$ cat config.mk
export PLATFORM = sky130hd
export DESIGN_NAME = mmbs_div
export DESIGN_NICKNAME = d
export VERILOG_FILES = /design/src/rtl/core/mmbs_pkg.sv /design/src/rtl/core/mmbs_div.sv
export SDC_FILE = /design/constraint.sdc
export NUM_CORES = 1
export LEC_CHECK = 0
export ABC_AREA = 0
export BUFFER_PORTS_ARGS = -buffer_cell sky130_fd_sc_hd__buf_2
export CAP_MARGIN = 5
export CORE_MARGIN = 2
export CORE_UTILIZATION = 33
export CTS_CLUSTER_DIAMETER = 40
export DETAILED_ROUTE_END_ITERATION = 10
export PLACE_DENSITY_LB_ADDON = 0.25
export SETUP_SLACK_MARGIN = 0.5
export SLEW_MARGIN = 10
export SYNTH_ARGS = -nofsm -noshare
export SYNTH_HDL_FRONTEND = slang
export SYNTH_SLANG_ARGS = --single-unit
$ cat constraint.sdc
create_clock -name clk -period 5.1 [get_ports clk]
set_clock_uncertainty 0.05 [all_clocks]
set_input_delay 0.255 -clock clk [delete_from_list [all_inputs] [get_ports clk]]
set_output_delay 0.255 -clock clk [all_outputs]
set_load 0.05 [all_outputs]
$ cat src/rtl/core/mmbs_pkg.sv
package mmbs_pkg;

    // Bar scale
    localparam int BAR_W      = 8;
    localparam int BAR_STEP_W = $clog2(BAR_W);

    typedef logic [BAR_W-1:0] bar_t;

    // Item operations
    localparam logic OP_LOAD = 1'b0;
    localparam logic OP_DRAW = 1'b1;

    // Result status
    localparam logic STATUS_OK        = 1'b0;
    localparam logic STATUS_BAD_INDEX = 1'b1;

    // Register map
    localparam int   ADDR_W          = 3;
    localparam logic REG_BAR_WIDTH   = 1'b0;
    localparam bar_t BAR_WIDTH_RESET = 8'd70;

endpackage

$ cat src/rtl/core/mmbs_div.sv
module mmbs_div #(
    parameter int W = 16
) (
    input  logic                          clk,
    input  logic                          rst_n,
    input  logic                          start,
    input  logic [W+mmbs_pkg::BAR_W-1:0]  dividend,
    input  logic [W-1:0]                  divisor,
    output logic                          done,
    output mmbs_pkg::bar_t                quotient
);

    import mmbs_pkg::*;

    logic                  busy_reg, busy_next;
    logic                  done_reg, done_next;
    logic [BAR_STEP_W-1:0] cnt_reg, cnt_next;
    logic [W-1:0]          dsr_reg, dsr_next;
    logic [W-1:0]          rem_reg, rem_next;
    bar_t                  q_reg, q_next;
    logic [W:0]            trial;
    logic [W+1:0]          diff;
    logic                  fits;

    // restoring division; the upper dividend part is below the divisor,
    // so the quotient needs BAR_W bits only
    assign trial = {rem_reg, q_reg[BAR_W-1]};
    assign diff  = {1'b0, trial} - {2'b00, dsr_reg};
    assign fits  = !diff[W+1];

    always_comb
    begin
        busy_next = busy_reg;
        done_next = 1'b0;
        cnt_next  = cnt_reg;
        dsr_next  = dsr_reg;
        rem_next  = rem_reg;
        q_next    = q_reg;
        if (start)
        begin
            busy_next = 1'b1;
            cnt_next  = '0;
            dsr_next  = divisor;
            rem_next  = dividend[W+BAR_W-1:BAR_W];
            q_next    = dividend[BAR_W-1:0];
        end
        else if (busy_reg)
        begin
            rem_next = fits ? diff[W-1:0] : trial[W-1:0];
            q_next   = {q_reg[BAR_W-2:0], fits};
            cnt_next = cnt_reg + 1'b1;
            if (cnt_reg == BAR_STEP_W'(BAR_W - 1))
            begin
                busy_next = 1'b0;
                done_next = 1'b1;
            end
        end
    end

    always_ff @(posedge clk or negedge rst_n)
    begin
        if (!rst_n)
        begin
            busy_reg <= 1'b0;
            done_reg <= 1'b0;
            cnt_reg  <= '0;
        end
        else
        begin
            busy_reg <= busy_next;
            done_reg <= done_next;
            cnt_reg  <= cnt_next;
        end
    end

    always_ff @(posedge clk)
    begin
        dsr_reg <= dsr_next;
        rem_reg <= rem_next;
        q_reg   <= q_next;
    end

    assign done     = done_reg;
    assign quotient = q_reg;

endmodule

==> results of run 1 <==
## critical path: cells and delay by family, from the launching register on
family,cells,cell delay [ns]
muxes,2,0.56
AOI/OAI and AO/OA,5,1.20
adders and majority gates,1,0.37
DFF,1,0.41
buffers and inverters,1,0.32
## how the worst max path moves through the flow
stage | endpoint | slack (ns) | cells past startpoint
CTS | rem_reg[9] | 1.86 | 9
finish | rem_reg[4] | 1.92 | 9
global placement | rem_reg[7] | 1.99 | 9
floorplan | rem_reg[8] | 2.30 | 10
detailed placement | rem_reg[9] | 1.88 | 9
global route | rem_reg[9] | 1.66 | 9
## area by class of cell
type	count	area, um^2
Sequential cell	45	1326
Clock inverter	3	46.29
Clock buffer	5	68.82
Multi-Input combinational cell	160	1321
Tap cell	105	131.4
Timing Repair Buffer	54	280.3
Fill cell	843	4918
Inverter	22	82.58
## cell usage after synthesis, drive strengths merged, types with 2 or more instances
cell type / number / share of area
o31ai: 3 / 0.0081
buf: 4 / 0.0095
o21ai: 8 / 0.016
nand2: 10 / 0.014
nand3: 6 / 0.011
a21o: 6 / 0.016
dfrtp: 5 / 0.045
edfxtp: 40 / 0.43
ha: 18 / 0.081
nand2b: 4 / 0.0090
nor2: 15 / 0.020
a211o: 2 / 0.0063
o21bai: 2 / 0.0081
nor3b: 3 / 0.0081
and3: 2 / 0.0045
mux2i: 6 / 0.022
a221o: 2 / 0.0072
or2: 2 / 0.0045
inv: 22 / 0.030
xor2: 3 / 0.0095
xnor2: 5 / 0.016
a21oi: 9 / 0.016
clkbuf: 3 / 0.0041
and4: 2 / 0.0063
nor2b: 3 / 0.0068
a211oi: 4 / 0.013
o31a: 3 / 0.0095
mux2: 24 / 0.11
o211ai: 2 / 0.0072
o21a: 4 / 0.011
## where the power goes
| part | switching, W | internal [W] |
|---|---|---|
| Clock | 0.000130 | 0.000147 |
| Combinational | 0.000470 | 0.000457 |
| Sequential | 0.0000462 | 0.000518 |
| Total | 0.000646 | 0.00112 |
## metal layers
layer / track usage / share of wire / routed length, um / vias to the layer above
li1: - / - / - / 974
met1: 0.1732 / 0.49 / 2611 / 891
met2: 0.2028 / 0.44 / 2325 / 47
met3: 0.03557 / 0.062 / 332 / 5
met4: 0.03929 / 0.013 / 72 / 0
met5: 0 / 0 / 0 / -
## stage by stage
stage	cells	cell area (um^2)	worst slack [ns]	hold WS, ns
finish	394	3257	1.923	0.07305
floorplan	234	2768	2.300	-0.09059
global placement	385	3132	1.991	0.02401
global route	394	3257	1.664	0.05696
CTS	394	3257	1.859	0.06480
detailed placement	385	3132	1.879	0.02819
## logic make-up (layout without fill, tap and decap cells)
kind of cell             count (synthesis)  after routing  synth area share
AO/OA/AOI/OAI                           52             52            0.1388
AND/OR/NAND/NOR                         51             51           0.09584
flip-flops                              45             45            0.4792
multiplexers                            30             30            0.1288
buffers and inverters                   29             84           0.04340
adder cells (fa/ha/maj)                 19             19           0.08861
XOR/XNOR                                 8              8           0.02532
==> metrics, run 1 <==
Rows 33; cts bufs inserted 5; Avg Inst Size Synth about 12 um^2; via/cell ratio slightly below 5; Final Setup Violations 0; Sink Count 45; commonest non-fill, non-tap cells in the layout buf_2, edfxtp_1, inv_1; status complete, no violations; synth warn 0; Hold Buf Count CTS 1; delay of the slowest cell on the worst path 0.42 ns; Horiz. Die Dim roughly 96 um; largest net degree at the start of global routing 35; Static Leakage about 1.4 nW; Critical Path Sink Type flip-flop; top_reg_cell synth edfxtp_1; PortBufs 51; Core ar. about 8200 um^2; critical path startpoint rem_reg[6]; Placer Congestion 0.8122; ANT cells 0; Yosys reg bits 45; Tcrit/Tclk final 0.6230; Routed Antenna Nets 0; FF-to-FF setup slack about 1.9 ns; vias in the first global route roughly 2000; WHS Endpoint dsr_reg[15]; FF-to-FF Start rem_reg[6]; FF-to-FF path depth 9; Post-synth EDFFs 40; Peak VDD IR 0.0002345 V; WS Path Type flip-flop to flip-flop; Min-Delay Path Class primary input to flip-flop; post-synth net total 296; deepest clock path buffer count 2; async set or reset register ratio after synthesis 0.1111; Slew Limit Fails 0; post-CTS sizing 0; unrepaired setup endpoints after global routing false; Pwr Total 0.001768 W; CP required 5.11 ns; grt ovf 0; FF-to-FF End rem_reg[4]; Mapped Area 2768 um^2; Tmin final 3.177 ns; startpoint types flip-flop; Post-Synthesis Cells ~230; worst-margin pin slew ~0.74 ns; # Max-Cap Violations 0; critical path, cell by cell ha_1 > o21ai_0 > o21bai_2 > o21ai_2 > o21bai_2 > o211ai_2 > buf_4 > mux2_4 > mux2_2; hold path cells 1; Critical Path AT 3.18 ns; initial core utilization 0.3385; # IOs 52; register area share after synthesis 0.4792; WL per Instance 13.56 um; First-pass DRT Iterations 4; Fmax 314.7 MHz; postcts setup bufs 0; initial antenna violation count 0; setup tns final 0 ns; Slew HR 0.5059; hold_sp divisor[15]; post-layout util 0.3984; critical path's slowest cell o211ai_2; Total GRT Usage 0.1290; clk slew on worst S/H paths approximately 0.09 ns; CP dominant cell by count o21bai_2; die area 9136 um^2; DRC viols 0; dpl hpwl 3923 um; Power Density 542.7 nW/um^2; first-pass GRT wire length 9156 um; Skew-Pair Late Insertion Delay 0.30 ns; H-tree levels 2; starting DRC count in detailed routing between 70 and 80; Final Hold Vio Count 0; Die H 95.58 um; via count 1917; DRT Wirelength 5342 um; P&R area growth vs syn 17.68%; CTS tree done; Synth cell types 49; Total Nets Final 350; Crit Path Max Fanout 11; fraction of layout cells with a size suffix above 1 0.3218; commonest non-fill, non-tap cell in the layout buf_2; Root Buffer clkbuf_8
Note: power is estimated with default switching activity, not from simulation.
==> inputs of run 2 (changes only) <==
- ABC_AREA: 0 -> 1
- clock period: 5.1 -> 2.61 ns (I/O delays scaled with it)
==> metrics, run 2 <==
status complete, no violations (unchanged); # Max-Cap Violations 0 (unchanged); Post-synth EDFFs 40 (unchanged); Static Leakage 1.980 nW (was 1.436 nW); Yosys reg bits 45 (unchanged); Tmin final 2.088 ns (was 3.177 ns); P&R area growth vs syn 33.53% (was 17.68%); CTS tree done (unchanged); fraction of layout cells with a size suffix above 1 0.2548 (was 0.3218); FF-to-FF setup slack 0.52 ns (was 1.92 ns); # IOs 52 (unchanged); worst-margin pin slew 0.5448 ns (was 0.7411 ns); Final Hold Vio Count 0 (unchanged); WL per Instance 13.31 um (was 13.56 um); starting DRC count in detailed routing 145 (was 72); Mapped Area 3012 um^2 (was 2768 um^2); H-tree levels 2 (unchanged); commonest non-fill, non-tap cell in the layout nand2_1 (was buf_2); initial core utilization 0.3420 (was 0.3385); Final Setup Violations 0 (unchanged); ANT cells 0 (unchanged); DRC viols 0 (unchanged); Fmax 479.0 MHz (was 314.7 MHz); Slew HR 0.6363 (was 0.5059); synth warn 0 (unchanged); Avg Inst Size Synth 7.782 um^2 (was 11.83 um^2); vias in the first global route 2824 (was 1979); Min-Delay Path Class primary input to flip-flop (unchanged); FF-to-FF End rem_reg[6] (was rem_reg[4]); FF-to-FF path depth 9 (unchanged); post-synth net total 449 (was 296); grt ovf 0 (unchanged); Horiz. Die Dim 99.53 um (was 95.58 um); Critical Path AT 2.09 ns (was 3.18 ns); FF-to-FF Start rem_reg[13] (was rem_reg[6]); async set or reset register ratio after synthesis 0.1111 (unchanged); deepest clock path buffer count 2 (unchanged); most frequent cell after synthesis nand2_1 (was edfxtp_1); die area 9906 um^2 (was 9136 um^2); Core ar. 8806 um^2 (was 8175 um^2); initial antenna violation count 0 (unchanged); area leader, netlist edfxtp_1 (unchanged); hold path cells 3 (was 1); PortBufs 51 (unchanged); Skew-Pair Late Insertion Delay 0.30 ns (about the same); Critical Path Sink Type flip-flop (unchanged); Peak VDD IR 0.0003921 V (was 0.0002345 V); CP required 2.61 ns (was 5.11 ns); DP Area 3390 um^2 (was 3132 um^2); critical path's slowest cell edfxtp_1 (was o211ai_2); Total GRT Usage 0.1562 (was 0.1290); Worst Hold Slack 0.04824 ns (was 0.07305 ns); Die H 99.53 um (was 95.58 um); Placer Congestion 0.9200 (was 0.8122); critical path, cell by cell ha_4 > a21oi_1 > o21ai_1 > a21oi_4 > buf_12 > buf_6 > nand3b_1 > nand3_2 > nand2_1 (was ha_1 > o21ai_0 > o21bai_2 > o21ai_2 > o21bai_2 > o211ai_2 > buf_4 > mux2_4 > mux2_2); startpoint types flip-flop (unchanged); top_reg_cell synth edfxtp_1 (unchanged); delay of the slowest cell on the worst path 0.45 ns (was 0.42 ns); DRT Wirelength 7656 um (was 5342 um); first-pass GRT wire length 12650 um (was 9156 um); First-pass DRT Iterations 4 (unchanged); WHS Endpoint quotient[4] (was dsr_reg[15]); post-route cell area 4021 um^2 (was 3257 um^2); Slew Limit Fails 0 (unchanged); Root Buffer clkbuf_8 (unchanged); hold_sp dividend[4] (was divisor[15]); top post-synthesis cells by area edfxtp_1, nand2_1, ha_1 (was edfxtp_1, ha_1, mux2_2); clk slew on worst S/H paths 0.09 ns (about the same); WS Path Type flip-flop to flip-flop (unchanged); via count 2754 (was 1917); cts bufs inserted 5 (unchanged); Routed Antenna Nets 0 (unchanged); Post-Synthesis Cells 387 (was 234); register area share after synthesis 0.4404 (was 0.4792); Synth top area share 0.3988 (was 0.4340); Sink Count 45 (unchanged); Crit Path Max Fanout 6 (was 11); Tcrit/Tclk final 0.8000 (was 0.6230); unrepaired setup endpoints after global routing false (unchanged); largest net degree at the start of global routing 29 (was 35); setup tns final 0 ns (unchanged); commonest non-fill, non-tap cells in the layout nand2_1, inv_1, buf_2 (was buf_2, edfxtp_1, inv_1); Synth cell types 28 (was 49); Rows 34 (was 33); Power Density 998.7 nW/um^2 (was 542.7 nW/um^2); dpl hpwl 5412 um (was 3923 um); commonest cells in the netlist nand2_1, inv_1, nand3_1 (was edfxtp_1, inv_1, ha_1); Total Nets Final 528 (was 350); via/cell ratio 4.790 (was 4.865)
run 2: through the flow:
step / util / total power (W) / setup slack [ns] / std cells
floorplan: - / 0.002592 / 0.4514 / 387
global placement: 0.3849 / 0.002983 / 0.4025 / 541
detailed placement: 0.3849 / 0.002993 / 0.3616 / 541
CTS: 0.4282 / 0.003611 / 0.5001 / 570
global route: 0.4567 / 0.004356 / 0.4399 / 575
finish: 0.4567 / 0.004016 / 0.5221 / 575
run 2: logic make-up (layout without fill, tap and decap cells):
logic type / after synthesis / count (layout) / share of synthesized area
DFF: 45 / 45 / 0.4404
xor gates and xnor gates: 6 / 6 / 0.01745
adders and majority gates: 19 / 19 / 0.08143
AOI/OAI and AO/OA: 13 / 13 / 0.02534
buffers and inverters: 67 / 146 / 0.09015
and+or+nand+nor: 237 / 238 / 0.3452
run 2: how the worst max path moves through the flow:
| stage | startpoint | end | cells after the start |
|---|---|---|---|
| global route | rem_reg[7] | rem_reg[6] | 12 |
| detailed placement | rem_reg[6] | rem_reg[15] | 13 |
| floorplan | quotient[7] | rem_reg[8] | 13 |
| global placement | rem_reg[6] | rem_reg[12] | 13 |
| finish | rem_reg[13] | rem_reg[6] | 9 |
| CTS | dsr_reg[10] | rem_reg[14] | 13 |
run 2: report_power, final:
part           switching [W]  internal, W
clock network       0.000240     0.000189
logic                0.00143      0.00103
registers           0.000136      0.00100
total                0.00180      0.00221
run 2: what timing repair did:
item,4_1_cts,5_1_grt
hold buffers,17,0
setup buffers,3,4
gates resized for setup,12,39
hold endpoints to repair,21,0
pin swaps,2,5
endpoints found under the setup margin,17,17
gates cloned,1,1
run 2: final cells by class:
| class | count | area [um^2] |
|---|---|---|
| Timing Repair Buffer | 79 | 544.3 |
| Clock buffer | 6 | 72.57 |
| Clock inverter | 2 | 15.01 |
| Inverter | 59 | 221.5 |
| Tap cell | 108 | 135.1 |
| Fill cell | 856 | 4785 |
| Sequential cell | 45 | 1326 |
| Multi-Input combinational cell | 276 | 1707 |
run 2: routing by layer:
metal  GRT usage  vias up  routed length [um]
li1            -     1394                   -
met1      0.2033     1268                3482
met2      0.2614       78                3624
met3     0.02811       14                 393
met4     0.05479        0                 155
met5           0        -                   0
run 2: critical path, delay by kind of cell, from the launching register on:
family / cells / cell delay (ns)
buffers and inverters: 2 / 0.29
AND/OR/NAND/NOR: 3 / 0.32
AO/OA/AOI/OAI: 3 / 0.48
flip-flops: 1 / 0.45
adder cells (fa/ha/maj): 1 / 0.26
