[src/rtl/core/mmbs_pkg.sv]
package mmbs_pkg;

    // Bar scale
    localparam int BAR_W      = 8;
    localparam int BAR_STEP_W = $clog2(BAR_W);

    typedef logic [BAR_W-1:0] bar_t;

    // Item operations
    localparam logic OP_LOAD = 1'b0;
    localparam logic OP_DRAW = 1'b1;

    // Result status
    localparam logic STATUS_OK        = 1'b0;
    localparam logic STATUS_BAD_INDEX = 1'b1;

    // Register map
    localparam int   ADDR_W          = 3;
    localparam logic REG_BAR_WIDTH   = 1'b0;
    localparam bar_t BAR_WIDTH_RESET = 8'd70;

endpackage

[src/rtl/core/mmbs_mul.sv]
module mmbs_mul #(
    parameter int W = 16
) (
    input  logic                 clk,
    input  logic                 rst_n,
    input  logic                 start,
    input  logic [W-1:0]         multiplicand,
    input  mmbs_pkg::bar_t       multiplier,
    output logic                 done,
    output logic [W+mmbs_pkg::BAR_W-1:0] product
);

    import mmbs_pkg::*;

    logic                  busy_reg, busy_next;
    logic                  done_reg, done_next;
    logic [BAR_STEP_W-1:0] cnt_reg, cnt_next;
    logic [W-1:0]          a_reg, a_next;
    bar_t                  b_reg, b_next;
    logic [W-1:0]          hi_reg, hi_next;
    bar_t                  lo_reg, lo_next;
    logic [W:0]            sum;

    // one multiplier bit a cycle, accumulator shifts right
    assign sum = {1'b0, hi_reg} + (b_reg[0] ? {1'b0, a_reg} : '0);

    always_comb
    begin
        busy_next = busy_reg;
        done_next = 1'b0;
        cnt_next  = cnt_reg;
        a_next    = a_reg;
        b_next    = b_reg;
        hi_next   = hi_reg;
        lo_next   = lo_reg;
        if (start)
        begin
            busy_next = 1'b1;
            cnt_next  = '0;
            a_next    = multiplicand;
            b_next    = multiplier;
            hi_next   = '0;
            lo_next   = '0;
        end
        else if (busy_reg)
        begin
            hi_next  = sum[W:1];
            lo_next  = {sum[0], lo_reg[BAR_W-1:1]};
            b_next   = b_reg >> 1;
            cnt_next = cnt_reg + 1'b1;
            if (cnt_reg == BAR_STEP_W'(BAR_W - 1))
            begin
                busy_next = 1'b0;
                done_next = 1'b1;
            end
        end
    end

    always_ff @(posedge clk or negedge rst_n)
    begin
        if (!rst_n)
        begin
            busy_reg <= 1'b0;
            done_reg <= 1'b0;
            cnt_reg  <= '0;
        end
        else
        begin
            busy_reg <= busy_next;
            done_reg <= done_next;
            cnt_reg  <= cnt_next;
        end
    end

    always_ff @(posedge clk)
    begin
        a_reg  <= a_next;
        b_reg  <= b_next;
        hi_reg <= hi_next;
        lo_reg <= lo_next;
    end

    assign done    = done_reg;
    assign product = {hi_reg, lo_reg};

endmodule

[config.mk]
export PLATFORM = sky130hd
export DESIGN_NAME = mmbs_mul
export DESIGN_NICKNAME = d
export VERILOG_FILES = /design/src/rtl/core/mmbs_pkg.sv /design/src/rtl/core/mmbs_mul.sv
export SDC_FILE = /design/constraint.sdc
export NUM_CORES = 1
export LEC_CHECK = 0
export ABC_CLOCK_PERIOD_IN_PS = 3200
export BUFFER_PORTS_ARGS = -buffer_cell sky130_fd_sc_hd__buf_2
export CAP_MARGIN = 10
export CORE_ASPECT_RATIO = 0.7
export CORE_MARGIN = 2
export CORE_UTILIZATION = 55
export CTS_CLUSTER_SIZE = 24
export DETAILED_ROUTE_END_ITERATION = 16
export PLACE_DENSITY = 0.78
export SLEW_MARGIN = 20
export SYNTH_ARGS = -nofsm -noshare
export SYNTH_HDL_FRONTEND = slang
export SYNTH_SLANG_ARGS = --single-unit
export TNS_END_PERCENT = 20
[constraint.sdc]
create_clock -name clk -period 3.2 [get_ports clk]
set_input_delay 0.8 -clock clk [delete_from_list [all_inputs] [get_ports clk]]
set_output_delay 0.8 -clock clk [all_outputs]
set_load 0.05 [all_outputs]
==> flow_summary.yaml, run 1 <==
timing:
  rsz0062_at_grt: "false"
  fin_setup_tns_ps: 0
  setup_ws_ps: 302.2
  max_freq_ghz: 0.3451
  period_needed_ps: 2898
  finalHoldViolations: 0
  slew_headroom: 0.6314
  clock_skew_ps: 3.014
  slew_violations: 0
  setup_viol: 0
  whs_ps: 297.8
  tightestPinTransition_ps: 550.8
  timing.final.crit_share: 0.9056
floorplanning:
  die_area_um2: 5528
  die_h_um: 62.81
  rows: 21
  initial_core_util: 0.5714
  boundaryPins: 52
  coreArea_um2: 4756
  die_width_um: 88.02
final_layout:
  diodes: 0
  final_cell_mix: "buf_2, nor2_1, edfxtp_1, dfxtp_1, ha_1"
  area_delta_synth_final_pct: 14.92
  drive_gt1_frac: 0.2644
  fin_nets: 340
  layout_commonest_cell: "buf_2"
  nFillCells: 383
  fin_cells: 364
setup_path:
  end_kind: "flop"
  crit_type: "flop to flop"
  slowest_stage: "edfxtp_1"
  cp_common_cell: "a211oi_2"
  worstPathMaxFanout: 16
  slowest_delay_ps: 550
  critPathBufInv: 0
  required_ps: 3390
  path_cells: "and2_1, ha_1, fa_1, a211oi_2, o211ai_2, a211oi_2, o41ai_2, xor2_1, a22o_1"
  start_kind: "flop"
  crit_family: "compound AO/OA/AOI/OAI gates"
  cp_data_arrival_time_ps: 3090
placed_design:
  finalWeightedCongestion: 0.8752
  io_buffer_count: 51
  post-place-ws_ps: 307.0
  place_inst: 356
  place_hpwl_um: 3893
drt:
  vias: 1948
  drt_wl_total_um: 5179
  initialDrtViolationCount: 184
  dr.pass1.iters: 4
  via_per_inst: 5.352
  drc: 0
  wire_per_inst_um: 14.23
  ant_nets: 0
clocking:
  hold_buffers: 0
  cts.clk_slew.worst_paths_ps: 90
  h-tree-depth: 2
  cts_tree: "built"
  numCtsBuffers: 5
  clock-sinks: 53
  root_buffer: "clkbuf_8"
  clk_path_buf_depth: 2
  ctsResizeCount: 0
  worstSkewPairLatency_ps: 290
  cts_setup_buffers: 0
power:
  powerDensity_nw_per_um2: 611.3
  cellLeakagePower_nw: 1.508
  irDropWorstVdd_v: 0.0003356
  power_mw: 1.909
synth:
  synth_fp_nets: 290
  postSynthCellCount: 244
  synth.top_cell.area_share: 0.2652
  syn_area_per_cell_um2: 11.14
  ys_warn_count: 0
  netlist_area_um2: 2718
  synth_area_leaders: "edfxtp_1, dfxtp_1, ha_1"
  synth-main-ff-cell: "edfxtp_1"
  yosysTopAreaCell: "edfxtp_1"
  seq_area_frac_synth: 0.4880
  async_flop_share: 0.09434
  ys_ff_latch: 53
  synth_cell_types: 40
  synth_edf_count: 24
grt:
  antenna_found_initial: 0
  track_usage: 0.2000
  grt_overflow: 0
  grt_max_degree: 39
  grt_pass1_wl_um: 8721
  first_global_vias: 1878
status:
  status: "finished, final reports clean"
job:
  maxCapViolCount: 0
min_path:
  hp-class: "primary input to async pin"
## synth_stat cells, types with 2 or more instances
master	number
a211oi_2	3
nand3_1	2
nand2_1	13
mux2i_1	15
and2_1	17
o21a_1	3
o41ai_2	3
xnor2_1	6
buf_2	2
o21ai_1	2
mux2_2	7
o22ai_1	2
a21o_1	5
o211ai_1	3
o21ai_0	7
dfxtp_1	24
a211oi_1	3
edfxtp_1	24
a22o_1	5
inv_1	4
a21oi_1	9
nor2_1	31
xor2_1	6
clkbuf_1	9
dfrtp_1	5
ha_1	18
a311oi_1	3
## worst register-to-register path, cell delays in order, from the launching register on
cell and delay, ps:
edfxtp_1 550, and2_1 230, ha_1 230, fa_1 440
a211oi_2 330, o211ai_2 150, a211oi_2 380, o41ai_2 140
xor2_1 150, a22o_1 200
## final timing paths
| kind | startpoint | to | slack [ps] | depth (start not counted) |
|---|---|---|---|---|
| min in group clk | lo_reg[0]$_SDFFE_PP0P_ | lo_reg[0]$_SDFFE_PP0P_ | 510 | 2 |
| worst min register to register | lo_reg[0]$_SDFFE_PP0P_ | lo_reg[0]$_SDFFE_PP0P_ | 510 | 2 |
| worst max register to register | b_reg[0]$_DFFE_PP_ | hi_reg[13]$_SDFFE_PP0P_ | 300 | 9 |
| worst max-delay path | b_reg[0]$_DFFE_PP_ | hi_reg[13]$_SDFFE_PP0P_ | 300 | 9 |
| worst min-delay path | rst_n | cnt_reg[2]$_DFFE_PN0P_ | 300 | 1 |
| max in group asynchronous | rst_n | cnt_reg[0]$_DFFE_PN0P_ | 2770 | 1 |
## layer usage
| metal | track usage | up-vias | part of all wire |
|---|---|---|---|
| li1 | - | 991 | - |
| met1 | 0.3081 | 884 | 0.50 |
| met2 | 0.2813 | 65 | 0.42 |
| met3 | 0.05416 | 8 | 0.066 |
| met4 | 0.04356 | 0 | 0.013 |
| met5 | 0 | - | 0 |
## layout make-up
type / instances / area, um2 / share of cell area
Clock inverter: 3 / 16.27 / 0.005208
Sequential cell: 53 / 1326 / 0.4247
Clock buffer: 5 / 68.82 / 0.02204
Tap cell: 69 / 86.33 / 0.02764
Timing Repair Buffer: 54 / 277.8 / 0.08894
Inverter: 4 / 15.01 / 0.004808
Multi-Input combinational cell: 176 / 1333 / 0.4267
## logic make-up (layout without fill, tap and decap cells)
family / after synthesis / after routing / share of synthesized area
AOI/OAI and AO/OA: 55 / 55 / 0.1598
xor gates and xnor gates: 12 / 12 / 0.03867
adders and majority gates: 19 / 19 / 0.09024
buffers and inverters: 15 / 66 / 0.02164
DFF: 53 / 53 / 0.4880
muxes: 23 / 23 / 0.08840
and+or+nand+nor: 67 / 67 / 0.1133
## where the power goes
part	total, mW	switching (mW)	internal (mW)
Combinational	0.700	0.456	0.244
Clock	0.357	0.205	0.152
Sequential	0.852	0.0595	0.793
Total	1.91	0.721	1.19
## stage by stage
stage	utilization	cell area (um2)
detailed placement	0.6388	3038
global route	0.6567	3123
finish	0.6567	3123
floorplan	-	2718
global placement	0.6388	3038
CTS	0.6567	3123
Power figures use the tool's default switching activity.
==> inputs of run 2 (changes only) <==
--- a/config.mk
+++ b/config.mk
@@ -14,6 +14,7 @@
 export CTS_CLUSTER_SIZE = 24
 export DETAILED_ROUTE_END_ITERATION = 16
 export PLACE_DENSITY = 0.78
+export REMOVE_ABC_BUFFERS = 1
 export SLEW_MARGIN = 20
 export SYNTH_ARGS = -nofsm -noshare
 export SYNTH_HDL_FRONTEND = slang
==> flow_summary.yaml, run 2 (synthesis gave the netlist of run 1 again) <==
status:
  status: "finished, final reports clean"
drt:
  dr.pass1.iters: 5
  ant_nets: 0
  wl_met2_um: 2313
  wire_per_inst_um: 14.74
  highest_layer: "met4"
  drc: 0
  wl_met1_um: 2579
  initialDrtViolationCount: 120
  vias: 1977
  drt_wl_total_um: 5365
  via_per_inst: 5.431
  dr_wl_met3_um: 425
timing:
  finalHoldViolations: 0
  setup_viol: 0
  timing.final.crit_share: 0.8426
  max_freq_ghz: 0.3709
  slew_headroom: 0.6789
  tightestPinTransition_ps: 479.8
  rsz0062_at_grt: "false"
  period_needed_ps: 2696
  slew_violations: 0
  clock_skew_ps: 4.490
  fin_setup_tns_ps: 0
grt:
  antenna_found_initial: 0
  grt_pass1_wl_um: 9004
  grt_overflow: 0
  track_usage: 0.2078
  first_global_vias: 1904
  grt_max_degree: 30
setup_path:
  start_kind: "flop"
  crit_type: "flop to flop"
  cp_data_arrival_time_ps: 2910
  cp_common_cell: "a211oi_2"
  crit_family: "compound AO/OA/AOI/OAI gates"
  path_cells: "and2_1, ha_1, fa_1, a211oi_2, o211ai_2, a211oi_2, o31ai_2, xor2_1, a22o_1"
  end_kind: "flop"
  slowest_delay_ps: 450
  required_ps: 3410
  worstPathMaxFanout: 4
  slowest_stage: "fa_1"
  critPathBufInv: 0
clocking:
  cts_tree: "built"
  clk_path_buf_depth: 2
  root_buffer: "clkbuf_8"
  h-tree-depth: 2
  ctsResizeCount: 0
  clock-sinks: 53
  cts_setup_buffers: 0
  hold_buffers: 0
  worstSkewPairLatency_ps: 310
  numCtsBuffers: 5
  cts.clk_slew.worst_paths_ps: 100
power:
  powerDensity_nw_per_um2: 641.1
  p_sw_frac: 0.3680
  clkPwrFrac: 0.229
  cellLeakagePower_nw: 1.521
  irDropWorstVdd_v: 0.0003509
  power_switching_uw: 742.9
  internal_power_mw: 1.276
  combPwrFrac: 0.351
  seqPwrFrac: 0.420
floorplanning:
  coreArea_um2: 4756
  die_area_um2: 5528
  die_h_um: 62.81
  rows: 21
  initial_core_util: 0.5714
  boundaryPins: 52
  die_width_um: 88.02
final_layout:
  area_delta_synth_final_pct: 15.88
  nFillCells: 389
  fin_nets: 340
  fin_cells: 364
  diodes: 0
  layout_commonest_cell: "buf_2"
  final_cell_mix: "buf_2, nor2_1, edfxtp_1, dfxtp_1, ha_1"
  drive_gt1_frac: 0.2678
placed_design:
  place_inst: 356
  io_buffer_count: 51
  finalWeightedCongestion: 0.8533
  place_hpwl_um: 3973
min_path:
  hp-class: "primary input to async pin"
job:
  maxCapViolCount: 0
==> run 2: changes by cell type in the layout (fill, tap and decap cells not counted) <==
| cell | before | now |
|---|---|---|
| clkbuf_1 | 0 | 1 |
| clkinv_1 | 2 | 0 |
| bufinv_16 | 0 | 1 |
==> run 2: path summary, 6_finish.rpt <==
kind	start	end	slack, ps	cells after the start
setup / recovery	b_reg[0]$_DFFE_PP_	hi_reg[11]$_SDFFE_PP0P_	500	9
hold / removal	rst_n	cnt_reg[1]$_DFFE_PN0P_	290	1
setup reg to reg	b_reg[0]$_DFFE_PP_	hi_reg[11]$_SDFFE_PP0P_	500	9
hold reg to reg	lo_reg[0]$_SDFFE_PP0P_	lo_reg[0]$_SDFFE_PP0P_	510	2
max in group asynchronous	rst_n	cnt_reg[2]$_DFFE_PN0P_	2780	1
min in group clk	lo_reg[0]$_SDFFE_PP0P_	lo_reg[0]$_SDFFE_PP0P_	510	2
==> run 2: layer usage <==
layer  vias up  track usage
met5         -            0
met4         0      0.04545
met2        69       0.3144
li1        987            -
met3         7      0.05945
met1       914       0.2977
==> run 2: final cells by class <==
cell class / instances / area (um2) / share of cell area
clock buffer: 6 / 72.57 / 0.02304
inverter: 4 / 15.01 / 0.004768
sequential: 53 / 1326 / 0.4211
multi-input combinational: 176 / 1333 / 0.4231
timing repair buffer: 54 / 277.8 / 0.08820
clock inverter: 2 / 38.79 / 0.01232
tap: 69 / 86.33 / 0.02741
==> run 2: stage by stage <==
| stage | hold WS, ps | setup WS [ps] | area (um2) | utilization | total power [mW] |
|---|---|---|---|---|---|
| floorplan | 490.6 | 580.9 | 2674 | - | 1.394 |
| global placement | 470.9 | 597.2 | 3038 | 0.6388 | 1.550 |
| detailed placement | 487.9 | 524.7 | 3038 | 0.6388 | 1.563 |
| CTS | 288.7 | 504.2 | 3149 | 0.6622 | 2.025 |
| global route | 286.6 | 357.4 | 3149 | 0.6622 | 2.127 |
| finish | 290.6 | 503.5 | 3149 | 0.6622 | 2.019 |
==> run 2: power by group through the flow <==
stage                     clock network (mW)  registers, mW  logic, mW
after CTS                              0.471          0.849      0.705
after global placement                     0          0.861      0.689
after detailed placement                   0          0.863      0.700
after global routing                   0.502          0.860      0.764
final                                  0.463          0.848      0.709
after floorplan                            0           1.03      0.361
==> inputs of run 3 (changes only) <==
--- a/config.mk
+++ b/config.mk
@@ -5,7 +5,7 @@
 export SDC_FILE = /design/constraint.sdc
 export NUM_CORES = 1
 export LEC_CHECK = 0
-export ABC_CLOCK_PERIOD_IN_PS = 3200
+export ABC_CLOCK_PERIOD_IN_PS = 2600
 export BUFFER_PORTS_ARGS = -buffer_cell sky130_fd_sc_hd__buf_2
 export CAP_MARGIN = 10
 export CORE_ASPECT_RATIO = 0.7
==> constraint.sdc (replaced) <==
create_clock -name clk -period 2.6 [get_ports clk]
set_input_delay 0.65 -clock clk [delete_from_list [all_inputs] [get_ports clk]]
set_output_delay 0.65 -clock clk [all_outputs]
set_load 0.05 [all_outputs]
==> flow_summary.yaml, run 3 (synthesis gave the netlist of run 1 again) <==
drt:
  vias: 2063
  wire_per_inst_um: 15.02
  dr.pass1.iters: 4
  ant_nets: 0
  initialDrtViolationCount: 157
  drt_wl_total_um: 5587
  drc: 0
  via_per_inst: 5.546
power:
  cellLeakagePower_nw: 1.545
  powerDensity_nw_per_um2: 753.4
  irDropWorstVdd_v: 0.0004000
  power_mw: 2.431
job:
  maxCapViolCount: 0
setup_path:
  crit_type: "flop to flop"
  rr_worst_depth: 10
  path_cells: "buf_4, buf_4, and2_1, ha_2, o21ai_1, o21bai_2, a21oi_2, o41ai_2, mux2_1, a21oi_1"
  cp_data_arrival_time_ps: 2720
  crit_family: "compound AO/OA/AOI/OAI gates"
  r2r_setup_slack_ps: 130
  required_ps: 2850
  slowest_stage: "edfxtp_1"
  worstPathMaxFanout: 14
  end_kind: "flop"
  cp-startpoint: "b_reg[0]$_DFFE_PP_"
  r2r-end: "hi_reg[12]$_SDFFE_PP0P_"
  slowest_delay_ps: 380
  cp_common_cell: "buf_4"
  r2r-start: "b_reg[0]$_DFFE_PP_"
  critPathBufInv: 2
  start_kind: "flop"
clocking:
  cts_tree: "built"
  worstSkewPairLatency_ps: 310
  clk_path_buf_depth: 2
  clock-sinks: 53
  cts.clk_slew.worst_paths_ps: 100
  h-tree-depth: 2
  numCtsBuffers: 5
  hold_buffers: 0
  root_buffer: "clkbuf_8"
grt:
  track_usage: 0.2133
  grt_overflow: 0
  grt_pass1_wl_um: 9142
  grt.busiest_layer: "met1"
  grt_util_met2: 0.2992
  first_global_vias: 1930
  antenna_found_initial: 0
  grt_max_degree: 27
  grtUsageMet3: 0.06209
  use_met1: 0.3211
final_layout:
  final_cell_mix: "buf_2, nor2_1, edfxtp_1, dfxtp_1, and2_1"
  area_delta_synth_final_pct: 18.74
  drive_gt1_frac: 0.3036
  diodes: 0
  fin_nets: 348
  layout_commonest_cell: "buf_2"
  fin_util: 0.6785
timing:
  fin_setup_tns_ps: 0
  rsz0062_at_grt: "false"
  finalHoldViolations: 0
  period_needed_ps: 2472
  timing.final.crit_share: 0.9509
  slew_headroom: 0.6709
  clock_skew_ps: 13.54
  max_freq_ghz: 0.4045
  tightestPinTransition_ps: 491.8
  setup_viol: 0
  slew_violations: 0
status:
  status: "finished, final reports clean"
floorplanning:
  coreArea_um2: 4756
  die_h_um: 62.81
  boundaryPins: 52
  rows: 21
  initial_core_util: 0.5714
  die_width_um: 88.02
  die_area_um2: 5528
placed_design:
  io_buffer_count: 51
  finalWeightedCongestion: 0.8979
  place_hpwl_um: 4188
min_path:
  hp-class: "primary input to async pin"
==> run 3: final cells by class <==
class / instances / area, um2
Clock inverter: 2 / 16.27
Sequential cell: 53 / 1326
Timing Repair Buffer: 62 / 337.8
Clock buffer: 6 / 72.57
Fill cell: 375 / 1529
Multi-Input combinational cell: 176 / 1373
Inverter: 4 / 15.01
Tap cell: 69 / 86.33
==> run 3: per-layer routing <==
metal  vias up  share of wire
met5         -              0
met4         0          0.014
met3        12          0.088
met2        92           0.42
met1       961           0.48
li1        998              -
==> run 3: worst max path at each step <==
stage	endpoint	cells after the start	slack, ps
2_1_floorplan	hi_reg[13]$_SDFFE_PP0P_	9	-20
3_3_place_gp	hi_reg[13]$_SDFFE_PP0P_	9	70
3_5_place_dp	hi_reg[13]$_SDFFE_PP0P_	9	-10
4_1_cts	hi_reg[13]$_SDFFE_PP0P_	9	30
5_1_grt	hi_reg[13]$_SDFFE_PP0P_	10	10
6_report	hi_reg[12]$_SDFFE_PP0P_	10	130
==> run 3: what timing repair did <==
| action | 4_1_cts | 5_1_grt |
|---|---|---|
| pin swaps | 1 | 4 |
| endpoints found under the setup margin | 1 | 5 |
| buffers inserted | 0 | 1 |
| resized for setup | 1 | 6 |
==> run 3: through the flow <==
stage | instances | instance area [um2] | setup slack, ps | hold WS (ps)
final | 372 | 3227 | 127.8 | 141.2
after global routing | 372 | 3227 | 12.90 | 120.7
after CTS | 371 | 3187 | 25.54 | 134.0
after detailed placement | 363 | 3090 | -9.942 | 469.9
after global placement | 363 | 3090 | 71.49 | 468.9
after floorplan | 233 | 2674 | -19.15 | 354.4
==> run 3: report_power, final <==
part	leakage [nW]	switching [mW]	internal, mW	total, mW
clock network	0.0414	0.271	0.192	0.463
registers	0.502	0.0760	0.976	1.05
logic	1.00	0.580	0.336	0.916
